$ cat src/sha1md_pkg.sv
`timescale 1ns / 1ps

package sha1md_pkg;

  // Round constants, one for each group of twenty rounds.
  localparam logic [31:0] K_GROUP0 = 32'h5A827999;
  localparam logic [31:0] K_GROUP1 = 32'h6ED9EBA1;
  localparam logic [31:0] K_GROUP2 = 32'h8F1BBCDC;
  localparam logic [31:0] K_GROUP3 = 32'hCA62C1D6;

  // Initial chaining words of every message.
  localparam logic [31:0] H_INIT [5] = '{
    32'h67452301, 32'hEFCDAB89, 32'h98BADCFE, 32'h10325476, 32'hC3D2E1F0
  };

  // Padding marker that follows the last message byte.
  localparam logic [7:0] PAD_MARK = 8'h80;

  // Fill positions that matter to the controller.
  localparam logic [5:0] FILL_LEN_START = 6'd56;
  localparam logic [5:0] FILL_LAST      = 6'd63;

  // Round count: rounds 0..79, then the chaining update at round 80.
  localparam logic [6:0] ROUND_FINAL = 7'd80;

  // Digest word positions.
  localparam logic [2:0] WORD_FIRST = 3'd0;
  localparam logic [2:0] WORD_LAST  = 3'd4;

  // Controller states.
  typedef enum logic [2:0] {
    ST_IDLE,
    ST_PAD_MARK,
    ST_PAD_ZERO,
    ST_PAD_LEN,
    ST_WAIT,
    ST_OUT
  } ctrl_state_t;

  // Source of the byte pushed into the block buffer.
  typedef enum logic [1:0] {
    SEL_MSG,
    SEL_MARK,
    SEL_ZERO,
    SEL_LEN
  } push_sel_t;

  // Commands from the controller to the datapath.
  typedef struct packed {
    logic      push;
    push_sel_t push_sel;
    logic      init;
    logic [2:0] word_sel;
  } dp_cmd_t;

  // Status from the datapath to the controller.
  typedef struct packed {
    logic push_ready;
    logic fill_at_len;
    logic fill_at_last;
    logic busy;
  } dp_sts_t;

endpackage

$ cat src/sha1_message_digest_unit.sv
`timescale 1ns / 1ps

// SHA-1 hasher that takes one message word (a byte with present and end flags) per
// handshake and returns the 160-bit digest as five 32-bit words, most significant
// first, word_index 0..4, last_word on the fifth. While the block buffer has room a
// word is taken every cycle. Each 64-byte block keeps the single round unit busy for
// its 80 rounds and the chaining update, overlapped with filling of the next block.
// The last byte of the next block can enter only in the cycle after that. After the
// end flag, the marker, the zero bytes and the length bytes go in one after another,
// held while the round unit is busy, with one or two block compressions. The digest
// is offered once the round unit has finished the last block, and its words leave
// one per cycle while out_stall is low; no input word is taken until the fifth word
// is delivered.
module sha1_message_digest_unit (
  input  logic        clk,
  input  logic        rst,
  input  logic        in_valid,
  output logic        in_stall,
  input  logic [7:0]  data_byte,
  input  logic        byte_present,
  input  logic        end_of_message,
  output logic        out_valid,
  input  logic        out_stall,
  output logic [31:0] digest_word,
  output logic [2:0]  word_index,
  output logic        last_word
);
  import sha1md_pkg::*;

  dp_cmd_t cmd;
  dp_sts_t sts;

  // Sequencing of bytes, padding and digest words.
  sha1md_ctrl u_ctrl (
    .clk            (clk),
    .rst            (rst),
    .in_valid       (in_valid),
    .in_stall       (in_stall),
    .byte_present   (byte_present),
    .end_of_message (end_of_message),
    .out_valid      (out_valid),
    .out_stall      (out_stall),
    .word_index     (word_index),
    .last_word      (last_word),
    .sts            (sts),
    .cmd            (cmd)
  );

  // Block buffer, round unit and chaining words.
  sha1md_dp u_dp (
    .clk         (clk),
    .rst         (rst),
    .cmd         (cmd),
    .data_byte   (data_byte),
    .sts         (sts),
    .digest_word (digest_word)
  );

endmodule

$ cat src/sha1md_dp.sv
`timescale 1ns / 1ps

module sha1md_dp (
  input  logic               clk,
  input  logic               rst,
  input  sha1md_pkg::dp_cmd_t cmd,
  input  logic [7:0]         data_byte,
  output sha1md_pkg::dp_sts_t sts,
  output logic [31:0]        digest_word
);
  import sha1md_pkg::*;

  // Block buffer as a byte shift line; the oldest byte ends up at the top.
  logic [511:0] fill_buf;
  logic [5:0]   fill_cnt;
  logic [60:0]  byte_total;

  // Round unit state.
  logic [31:0] w [16];
  logic [31:0] a, b, c, d, e;
  logic [31:0] h [5];
  logic [6:0]  round;
  logic        busy;

  logic [7:0]   push_byte;
  logic [511:0] block;
  logic         start;
  logic [63:0]  bit_len;
  logic [5:0]   len_shift;
  logic [63:0]  len_word;
  logic [31:0]  f;
  logic [31:0] k;
  logic [31:0]  t;
  logic [31:0]  w_new;

  // Select the byte to push: message, marker, zero or a length byte.
  always_comb begin
    bit_len   = {byte_total, 3'b000};
    len_shift = {~fill_cnt[2:0], 3'b000};
    len_word  = bit_len >> len_shift;
    case (cmd.push_sel)
      SEL_MSG:  push_byte = data_byte;
      SEL_MARK: push_byte = PAD_MARK;
      SEL_ZERO: push_byte = 8'h00;
      SEL_LEN:  push_byte = len_word[7:0];
      default:  push_byte = 8'h00;
    endcase
  end

  assign block = {fill_buf[503:0], push_byte};
  assign start = cmd.push && (fill_cnt == FILL_LAST);

  // Round function, constant and new schedule word.
  always_comb begin
    if (round inside {[7'd0:7'd19]}) begin
      f = (b & c) | (~b & d);
      k = K_GROUP0;
    end else if (round inside {[7'd20:7'd39]}) begin
      f = b ^ c ^ d;
      k = K_GROUP1;
    end else if (round inside {[7'd40:7'd59]}) begin
      f = (b & c) | (b & d) | (c & d);
      k = K_GROUP2;
    end else begin
      f = b ^ c ^ d;
      k = K_GROUP3;
    end
    t = {a[26:0], a[31:27]} + f + e + k + w[0];
    w_new = w[13] ^ w[8] ^ w[2] ^ w[0];
  end

  // Control state: fill count, length, chaining words and round counter.
  always_ff @(posedge clk) begin
    if (rst) begin
      fill_cnt   <= '0;
      byte_total <= '0;
      busy       <= 1'b0;
      round      <= '0;
      for (int i = 0; i < 5; i++) h[i] <= H_INIT[i];
    end else begin
      if (cmd.init) begin
        fill_cnt   <= '0;
        byte_total <= '0;
        for (int i = 0; i < 5; i++) h[i] <= H_INIT[i];
      end
      if (cmd.push) begin
        fill_cnt <= fill_cnt + 6'd1;
        if (cmd.push_sel == SEL_MSG) byte_total <= byte_total + 61'd1;
      end
      if (start) begin
        busy  <= 1'b1;
        round <= '0;
      end else if (busy) begin
        if (round == ROUND_FINAL) begin
          busy <= 1'b0;
          h[0] <= h[0] + a;
          h[1] <= h[1] + b;
          h[2] <= h[2] + c;
          h[3] <= h[3] + d;
          h[4] <= h[4] + e;
        end else begin
          round <= round + 7'd1;
        end
      end
    end
  end

  // Payload: byte shift line, schedule window and working words.
  always_ff @(posedge clk) begin
    if (cmd.push) fill_buf <= block;
    if (start) begin
      for (int i = 0; i < 16; i++) w[i] <= block[511 - 32 * i -: 32];
      a <= h[0];
      b <= h[1];
      c <= h[2];
      d <= h[3];
      e <= h[4];
    end else if (busy && (round != ROUND_FINAL)) begin
      for (int i = 0; i < 15; i++) w[i] <= w[i + 1];
      w[15] <= {w_new[30:0], w_new[31]};
      e <= d;
      d <= c;
      c <= {b[1:0], b[31:2]};
      b <= a;
      a <= t;
    end
  end

  // A block may complete only once the round unit is free.
  assign sts.push_ready   = !((fill_cnt == FILL_LAST) && busy);
  assign sts.fill_at_len  = (fill_cnt == FILL_LEN_START);
  assign sts.fill_at_last = (fill_cnt == FILL_LAST);
  assign sts.busy         = busy;

  // Digest word selected by the controller.
  always_comb begin
    case (cmd.word_sel)
      3'd0:    digest_word = h[0];
      3'd1:    digest_word = h[1];
      3'd2:    digest_word = h[2];
      3'd3:    digest_word = h[3];
      3'd4:    digest_word = h[4];
      default: digest_word = h[0];
    endcase
  end

  // A new block never starts while the round unit is at work.
  a_start_free: assert property (@(posedge clk) disable iff (rst) start |-> !busy)
    else $error("block started while round unit busy");

  // The round counter never runs past the chaining update.
  a_round_range: assert property (@(posedge clk) disable iff (rst)
    busy |-> (round <= ROUND_FINAL))
    else $error("round counter out of range");

  // A started block is at work in the next cycle.
  a_start_busy: assert property (@(posedge clk) disable iff (rst) start |=> busy)
    else $error("round unit did not start");

endmodule

$ cat src/sha1md_ctrl.sv
`timescale 1ns / 1ps

module sha1md_ctrl (
  input  logic                clk,
  input  logic                rst,
  input  logic                in_valid,
  output logic                in_stall,
  input  logic                byte_present,
  input  logic                end_of_message,
  output logic                out_valid,
  input  logic                out_stall,
  output logic [2:0]          word_index,
  output logic                last_word,
  input  sha1md_pkg::dp_sts_t sts,
  output sha1md_pkg::dp_cmd_t cmd
);
  import sha1md_pkg::*;

  ctrl_state_t state, state_next;
  logic [2:0]  word_cnt, word_cnt_next;

  // State register and digest word counter.
  always_ff @(posedge clk) begin
    if (rst) begin
      state    <= ST_IDLE;
      word_cnt <= WORD_FIRST;
    end else begin
      state    <= state_next;
      word_cnt <= word_cnt_next;
    end
  end

  // Next state and datapath commands.
  always_comb begin
    state_next    = state;
    word_cnt_next = word_cnt;
    in_stall      = 1'b1;
    out_valid     = 1'b0;
    cmd.push      = 1'b0;
    cmd.push_sel  = SEL_MSG;
    cmd.init      = 1'b0;
    cmd.word_sel  = word_cnt;
    case (state)
      ST_IDLE: begin
        in_stall = !sts.push_ready;
        if (in_valid && sts.push_ready) begin
          cmd.push = byte_present;
          if (end_of_message) state_next = ST_PAD_MARK;
        end
      end
      ST_PAD_MARK: begin
        cmd.push_sel = SEL_MARK;
        if (sts.push_ready) begin
          cmd.push   = 1'b1;
          state_next = ST_PAD_ZERO;
        end
      end
      ST_PAD_ZERO: begin
        cmd.push_sel = SEL_ZERO;
        if (sts.fill_at_len) begin
          state_next = ST_PAD_LEN;
        end else if (sts.push_ready) begin
          cmd.push = 1'b1;
        end
      end
      ST_PAD_LEN: begin
        cmd.push_sel = SEL_LEN;
        if (sts.push_ready) begin
          cmd.push = 1'b1;
          if (sts.fill_at_last) state_next = ST_WAIT;
        end
      end
      ST_WAIT: begin
        if (!sts.busy) state_next = ST_OUT;
      end
      ST_OUT: begin
        out_valid = 1'b1;
        if (!out_stall) begin
          if (word_cnt == WORD_LAST) begin
            word_cnt_next = WORD_FIRST;
            cmd.init      = 1'b1;
            state_next    = ST_IDLE;
          end else begin
            word_cnt_next = word_cnt + 3'd1;
          end
        end
      end
      default: state_next = ST_IDLE;
    endcase
  end

  assign word_index = word_cnt;
  assign last_word  = (word_cnt == WORD_LAST);

  // A byte is pushed only when the buffer can take it.
  a_push_ready: assert property (@(posedge clk) disable iff (rst)
    cmd.push |-> sts.push_ready)
    else $error("byte pushed into a full buffer");

  // The digest is offered only after the last block is finished.
  a_out_done: assert property (@(posedge clk) disable iff (rst)
    out_valid |-> !sts.busy)
    else $error("digest offered while round unit busy");

  // Taking the last word returns the block to the input state.
  a_last_idle: assert property (@(posedge clk) disable iff (rst)
    (out_valid && !out_stall && last_word) |=> (state == ST_IDLE))
    else $error("controller did not return to idle after the digest");

endmodule
$ cat config.mk
export PLATFORM = sky130hd
export DESIGN_NAME = sha1_message_digest_unit
export DESIGN_NICKNAME = d
export VERILOG_FILES = /design/src/sha1md_pkg.sv /design/src/sha1_message_digest_unit.sv /design/src/sha1md_dp.sv /design/src/sha1md_ctrl.sv
export SDC_FILE = /design/constraint.sdc
export NUM_CORES = 2
export LEC_CHECK = 0
export BUFFER_PORTS_ARGS = -buffer_cell sky130_fd_sc_hd__buf_4
export CORE_MARGIN = 1
export CORE_UTILIZATION = 25
export DETAILED_ROUTE_END_ITERATION = 8
export GPL_TIMING_DRIVEN = 0
export PLACE_DENSITY = 0.38
export SYNTH_ARGS = -nofsm -noshare
export SYNTH_HDL_FRONTEND = slang
export SYNTH_SLANG_ARGS = --single-unit
$ cat constraint.sdc
create_clock -name clk -period 43.9 [get_ports clk]
set_clock_uncertainty 0.15 [all_clocks]
set_input_delay 4.39 -clock clk [delete_from_list [all_inputs] [get_ports clk]]
set_output_delay 4.39 -clock clk [all_outputs]
set_load 0.05 [all_outputs]
Word-level counts from Yosys, hierarchy flattened
Memories as Yosys holds them, arrays and structs flattened.
Index checks and enable logic that the tools add are counted.
{"block": "classes", "addsub": 13, "n_lt_le_gt_ge": 6, "n_eq_ne": 25, "n_shift": 1, "mux": 88, "n_bitwise": 42, "reduce_logical": 17}
{"cell": "$mux 32", "count": 41}
{"cell": "$add 32x32->32", "count": 9}
{"cell": "$mux 61", "count": 3}
{"cell": "$xor 32x32->32", "count": 5}
{"cell": "$and 32x32->32", "count": 4}
{"cell": "$pmux 32 s4", "count": 1}
{"cell": "$or 32x32->32", "count": 3}
{"cell": "$shr 64x6->8", "count": 1}
{"cell": "$add 61x1->61 const B", "count": 1}
{"cell": "$not 32->32", "count": 1}
{"cell": "$pmux 8 s4", "count": 1}
{"cell": "$mux 31", "count": 1}
{"cell": "$mux 3", "count": 10}
{"cell": "$mux 1", "count": 26}
{"cell": "$or 1x1->1", "count": 26}
{"cell": "$pmux 3 s6", "count": 1}
{"cell": "$ne 2x2->1 const B", "count": 8}
{"cell": "$le 7x6->1 const B", "count": 2}
{"cell": "$eq 3x2->1 const B", "count": 4}
{"cell": "$eq 6x6->1 const B", "count": 2}
{"cell": "$mux 6", "count": 2}
{"cell": "$eq 3x3->1 const B", "count": 3}
{"cell": "$reduce_and 9->1", "count": 1}
{"cell": "$add 7x1->7 const B", "count": 1}
{"cell": "other kinds (23)", "count": 35}
{"block": "word_totals", "ff_bits": 745, "ram_bits": 672, "memories": 2}
{"memory": "u_dp.w", "words": 16, "width": 32, "read_ports": 16, "rd_ports_with_merged_regs": 0, "write_ports": 16, "line": "sha1md_dp.sv:19", "source": "logic [31:0] w [16];"}
{"memory": "u_dp.h", "words": 5, "width": 32, "read_ports": 5, "rd_ports_with_merged_regs": 0, "write_ports": 5, "line": "sha1md_dp.sv:21", "source": "logic [31:0] h [5];"}

Depth between registers and ports, before layout
{"block": "logic_depth", "depth_word": 12, "mapped_depth": 28, "depth_no_buf": 28}

By module
From an unflattened synthesis, not the netlist that was laid out.
{"block": "unflattened", "hier_cells": 5500, "area_unflattened_um2": 68356.8}
{"mod": "sha1md_dp", "instances": 1, "cells_each": 5447, "area_per_inst_um2": 67928.9, "seq_area_each_um2": 41619.9}
{"mod": "sha1md_ctrl", "instances": 1, "cells_each": 53, "area_per_inst_um2": 427.9, "seq_area_each_um2": 120.1}

Least setup slack after synthesis
No wires, ideal clock.
{"block": "synth_timing", "path_kind": "in2reg", "startpoint": "in byte_present", "endpoint": "reg u_dp.a[0] (enable)", "setup_time_ps": 4684, "t_arrival_ps": 29020, "t_required_ps": 39066, "setup_slack_ps": 10046, "path_stages": 8, "n_path_buf": 2, "path_cell_list": "a21oi_1 a21oi_1 o21ai_2 clkinv_1 nand2_1 clkbuf_1 buf_1 nand2_1"}
{"item": "start, declared", "line": "sha1_message_digest_unit.sv:20", "source": "input logic byte_present,"}
{"item": "end signal, assigned", "line": "sha1md_dp.sv:113", "source": "a <= h[0];"}
{"item": "end signal, assigned", "line": "sha1md_dp.sv:125", "source": "a <= t;"}
{"item": "end, declared", "line": "sha1md_dp.sv:20", "source": "logic [31:0] a, b, c, d, e;"}

Worst setup path after layout
{"block": "layout_timing", "startpoint": "reg u_dp.round[0]", "endpoint": "reg u_dp.a[31] (data pin)"}
{"block": "layout_via", "elab_chain_cells": 11, "elab_cells_between_ends": 21, "classes_between": "add/sub: 4; order compare: 6; mux: 8; reduce/logical: 3"}
{"item": "start, declared", "line": "sha1md_dp.sv:22", "source": "logic [6:0] round;"}
{"item": "start signal, assigned", "line": "sha1md_dp.sv:102", "source": "round <= round + 7'd1;"}
{"item": "$ge 7x6->1 or $le 7x6->1 (tied branches)", "line": "sha1md_dp.sv:61", "source": "end else if (round inside {[7'd40:7'd59]}) begin"}
{"item": "$logic_and 1x1->1", "line": "sha1md_dp.sv:61"}
{"item": "$mux 32", "line": "sha1md_dp.sv:61"}
{"item": "$mux 32", "line": "sha1md_dp.sv:58", "source": "end else if (round inside {[7'd20:7'd39]}) begin"}
{"item": "$mux 32", "line": "sha1md_dp.sv:55", "source": "if (round inside {[7'd0:7'd19]}) begin"}
{"item": "$add 32x32->32 (2 in series)", "line": "sha1md_dp.sv:68", "source": "t = {a[26:0], a[31:27]} + f + e + k + w[0];"}
{"item": "$add 32x32->32 * (2 in series)", "line": "sha1md_dp.sv:68"}
{"item": "$mux 32 *", "line": "sha1md_dp.sv:118", "source": "end else if (busy && (round != ROUND_FINAL)) begin"}
{"item": "$mux 32 *", "line": "sha1md_dp.sv:111", "source": "if (start) begin"}
Every way passes the cells marked *; elsewhere a longest branch is shown, timed or not. The select of a mux whose other input is x is not followed.
A chain may end at the register's enable or synchronous reset.

==> impl_results.md <==
- DRT iter0 DRCs: 3928
- Num rows: 191
- Total Nets Final: 6666
- # IOs: 52
- Congestion Overflow GR: 0
- Final Cycle Share: 0.2338
- Startpoint Class: register
- Req. time, crit path: 44.22 ns
- Hpwl dp: 189000 um
- Post-synthesis sequential area ratio: 0.6138
- Finished layout cell area: 0.07899 mm2
- HP Class: register to register
- Worst r2r dst: u_dp.a[31]$_DFFE_PP_
- Main synth FF type: edfxtp_1
- Commonest non-fill, non-tap cells in the layout: 1965 x nand2_1, 1336 x edfxtp_1, 298 x nor2_1
- Area grow syn2layout: 16.16%
- CTS Sinks: 1417
- Setup violators final: 0
- CP Data Arrival Time: 10.59 ns
- Fillers: 28040
- Number of post-CTS setup repair buffers: 0
- Via count: 46500
- Worst setup startpoint: u_dp.round[0]$_SDFFE_PP0P_
- Critical Setup Path Class: register to register
- First-pass DRT Iterations: 6
- Place WS: 33.13 ns
- Die extent in x: 523.6 um
- Drt total wl: 248300 um
- Die Y: 523.6 um
- FF-to-FF Start: u_dp.round[0]$_SDFFE_PP0P_
- Slowest cell on the critical path: clkbuf_1
- Max stage delay on crit path: 0.85 ns
- Post-route minimum period: 10.26 ns
- Cell Area, Synth: 0.06800 mm2
- Initial Utilization: 0.2514
- Critical Path Sink: u_dp.a[31]$_DFFE_PP_
- Via density: 4.639
- Layout cell share with drive strength beyond 1: 0.06125
- Post_cts resized: 0
- Maxcap violations: 0
- Grt met3 use: 0.01918
- Avg WL per Cell: 24.77 um
- CTS Buf Count: 173
- Multi-input gate area: 0.02433 mm2
- Synth Area per Inst: 11.20 um2
- Clock latency on the worst-skew pair: 0.84 ns
- Post-DP Area: 0.07355 mm2
- PortBufs: 50
- Die area: 0.2741 mm2
- Unrepaired setup endpoints after global routing: no
- Worst hold path cell count: 0
- Reg area: 0.04174 mm2
- Max Fclk: 97.43 MHz
- Critical Path Fanout Max: 10
- Synth unique cells: 93
- Reg2reg setup slack: 33.64 ns
- Outcome: finished, final reports clean
- CTS Hold Bufs: 0
- Vias in the first global route: 47210
- #FFs+latches synth: 1417
- GR peak layer: met2
- Max Slew Vio Count: 0
- P_leak: 28.83 nW
- Antenna violations before repair: 7
- PD cells: 47.08 mW/mm2
- Min-delay src: u_dp.fill_buf[214]$_DFFE_PP_
- Global Route met2 Usage: 0.3002
- Setup TNS Final: 0 ns
- Post-route setup slack: 33.64 ns
- Slew of the pin with the lowest slew margin: 1.423 ns
- Max IR drop VDD: 0.03721 mV
- Most common cell after layout, fill and taps aside: nand2_1
- Post-route ant nets: 0
- R2R cell count: 26
- Hold Vio Cnt, Final: 0
- Grt met1 use: 0.2459
- Placer Congestion: 0.9022
- Placeable Area: 0.2705 mm2
- DRC viols: 0
- Post-Syn Instances: 6071
- Clock transition at the registers of the reported paths: 0.06 ns
- H-tree levels: 4
- Yosys warning count: 0
- CTS tree: done
- Syn nets: 6414
- GRT Resource Usage Total: 0.1794
- First-pass GRT wire length: 349700 um
- Largest net degree at the start of global routing: 86
- Worst slew margin: 0.05122
- Number of synthesized flops with an enable pin: 1336
- CTS Root Cell: clkbuf_16
- CTS max path bufs: 4
- Share of flip-flops with an asynchronous set or reset: 0
- Endpoint class of the critical path: register
power by group:
group / switching (W) / internal, W
Clock: 0.000599 / 0.000827
Combinational: 0.000250 / 0.0000850
Sequential: 0.000135 / 0.00182
Total: 0.000984 / 0.00274
sequential cells by signal, summed over array words and instances (netlist names):
register / flops
u_dp.w: 512
u_dp.fill_buf: 504
u_dp.h: 160
u_dp.byte_total: 61
u_dp.a: 32
u_dp.b: 32
u_dp.c: 32
u_dp.d: 32
u_dp.e: 32
u_dp.round: 7
u_dp.fill_cnt: 6
u_ctrl.state: 3
u_ctrl.word_index: 3
u_dp.busy: 1
synthesized netlist by cell type (15+ instances only):
cell type,number,share of area
nand3_1,79,0.0058
o21ai_0,233,0.017
a21o_1,83,0.0092
nand2_1,1967,0.11
and3_1,26,0.0024
nand4_1,34,0.0031
nor2b_1,40,0.0037
o21bai_1,17,0.0019
edfxtp_1,1336,0.59
a22oi_1,65,0.0072
o211ai_1,15,0.0017
xnor2_1,186,0.024
dfxtp_1,81,0.024
nand2b_1,35,0.0032
or2_2,22,0.0020
inv_1,273,0.015
fa_1,119,0.035
a211oi_1,30,0.0033
o21a_1,26,0.0029
clkbuf_1,215,0.012
a31oi_1,47,0.0043
mux2i_1,38,0.0056
nor2_1,299,0.017
buf_1,16,0.00088
nor3_1,39,0.0029
xor2_1,91,0.012
ha_1,210,0.039
and2_1,17,0.0016
a21oi_1,208,0.015
worst min-delay path by stage:
stage / slack, ns / to
after CTS: 0.28 / u_dp.fill_buf[401]$_DFFE_PP_
after global placement: 0.28 / u_dp.fill_buf[343]$_DFFE_PP_
after global routing: 0.29 / u_dp.fill_buf[222]$_DFFE_PP_
after detailed placement: 0.28 / u_dp.fill_buf[168]$_DFFE_PP_
final: 0.27 / u_dp.fill_buf[222]$_DFFE_PP_
after floorplan: 0.28 / u_dp.fill_buf[100]$_DFFE_PP_
layout make-up:
type	count	share of cell area
sequential	1417	0.5284
timing repair buffer	77	0.01319
inverter	274	0.01308
tap	3570	0.05655
antenna	5	0.0001584
clock inverter	92	0.01197
buffer	240	0.01178
multi-input combinational	4140	0.3081
clock buffer	209	0.05679
metal layers:
metal | wire [um] | vias to the layer above | part of all wire
met3 | 9188 | 302 | 0.037
met4 | 6570 | 4 | 0.026
met2 | 117700 | 1072 | 0.47
met5 | 27 | - | 0.00011
li1 | - | 21660 | -
met1 | 114800 | 23470 | 0.46
through the flow:
step                hold WS [ns]  utilization  total power, W  cells
finish                    0.2742       0.2920        0.003719  10020
global route              0.2858       0.2920        0.003862  10020
CTS                       0.2784       0.2919        0.003765  10020
detailed placement        0.2829       0.2719        0.002322   9718
global placement          0.2777       0.2693        0.002491   9691
floorplan                 0.2762            -        0.002219   6071
worst max-delay path: cells and delay by family (launching register included):
| kind | cells | cell delay [ns] |
|---|---|---|
| flops | 1 | 0.42 |
| buf+inv | 6 | 2.67 |
| compound gates | 8 | 2.54 |
| fa+ha+maj | 5 | 2.19 |
| simple gates | 6 | 1.70 |
| xor+xnor | 1 | 0.18 |
logic make-up (layout without fill, tap and decap cells):
| family | count (synthesis) | in the layout | synth area share |
|---|---|---|---|
| mux | 60 | 60 | 0.01139 |
| flops | 1417 | 1417 | 0.6138 |
| fa+ha+maj | 329 | 329 | 0.07367 |
| other cells | 0 | 5 | 0 |
| simple gates | 2612 | 2612 | 0.1557 |
| compound gates | 862 | 862 | 0.08108 |
| buf+inv | 514 | 892 | 0.02872 |
| xor+xnor | 277 | 277 | 0.03568 |
Power figures use the tool's default switching activity.
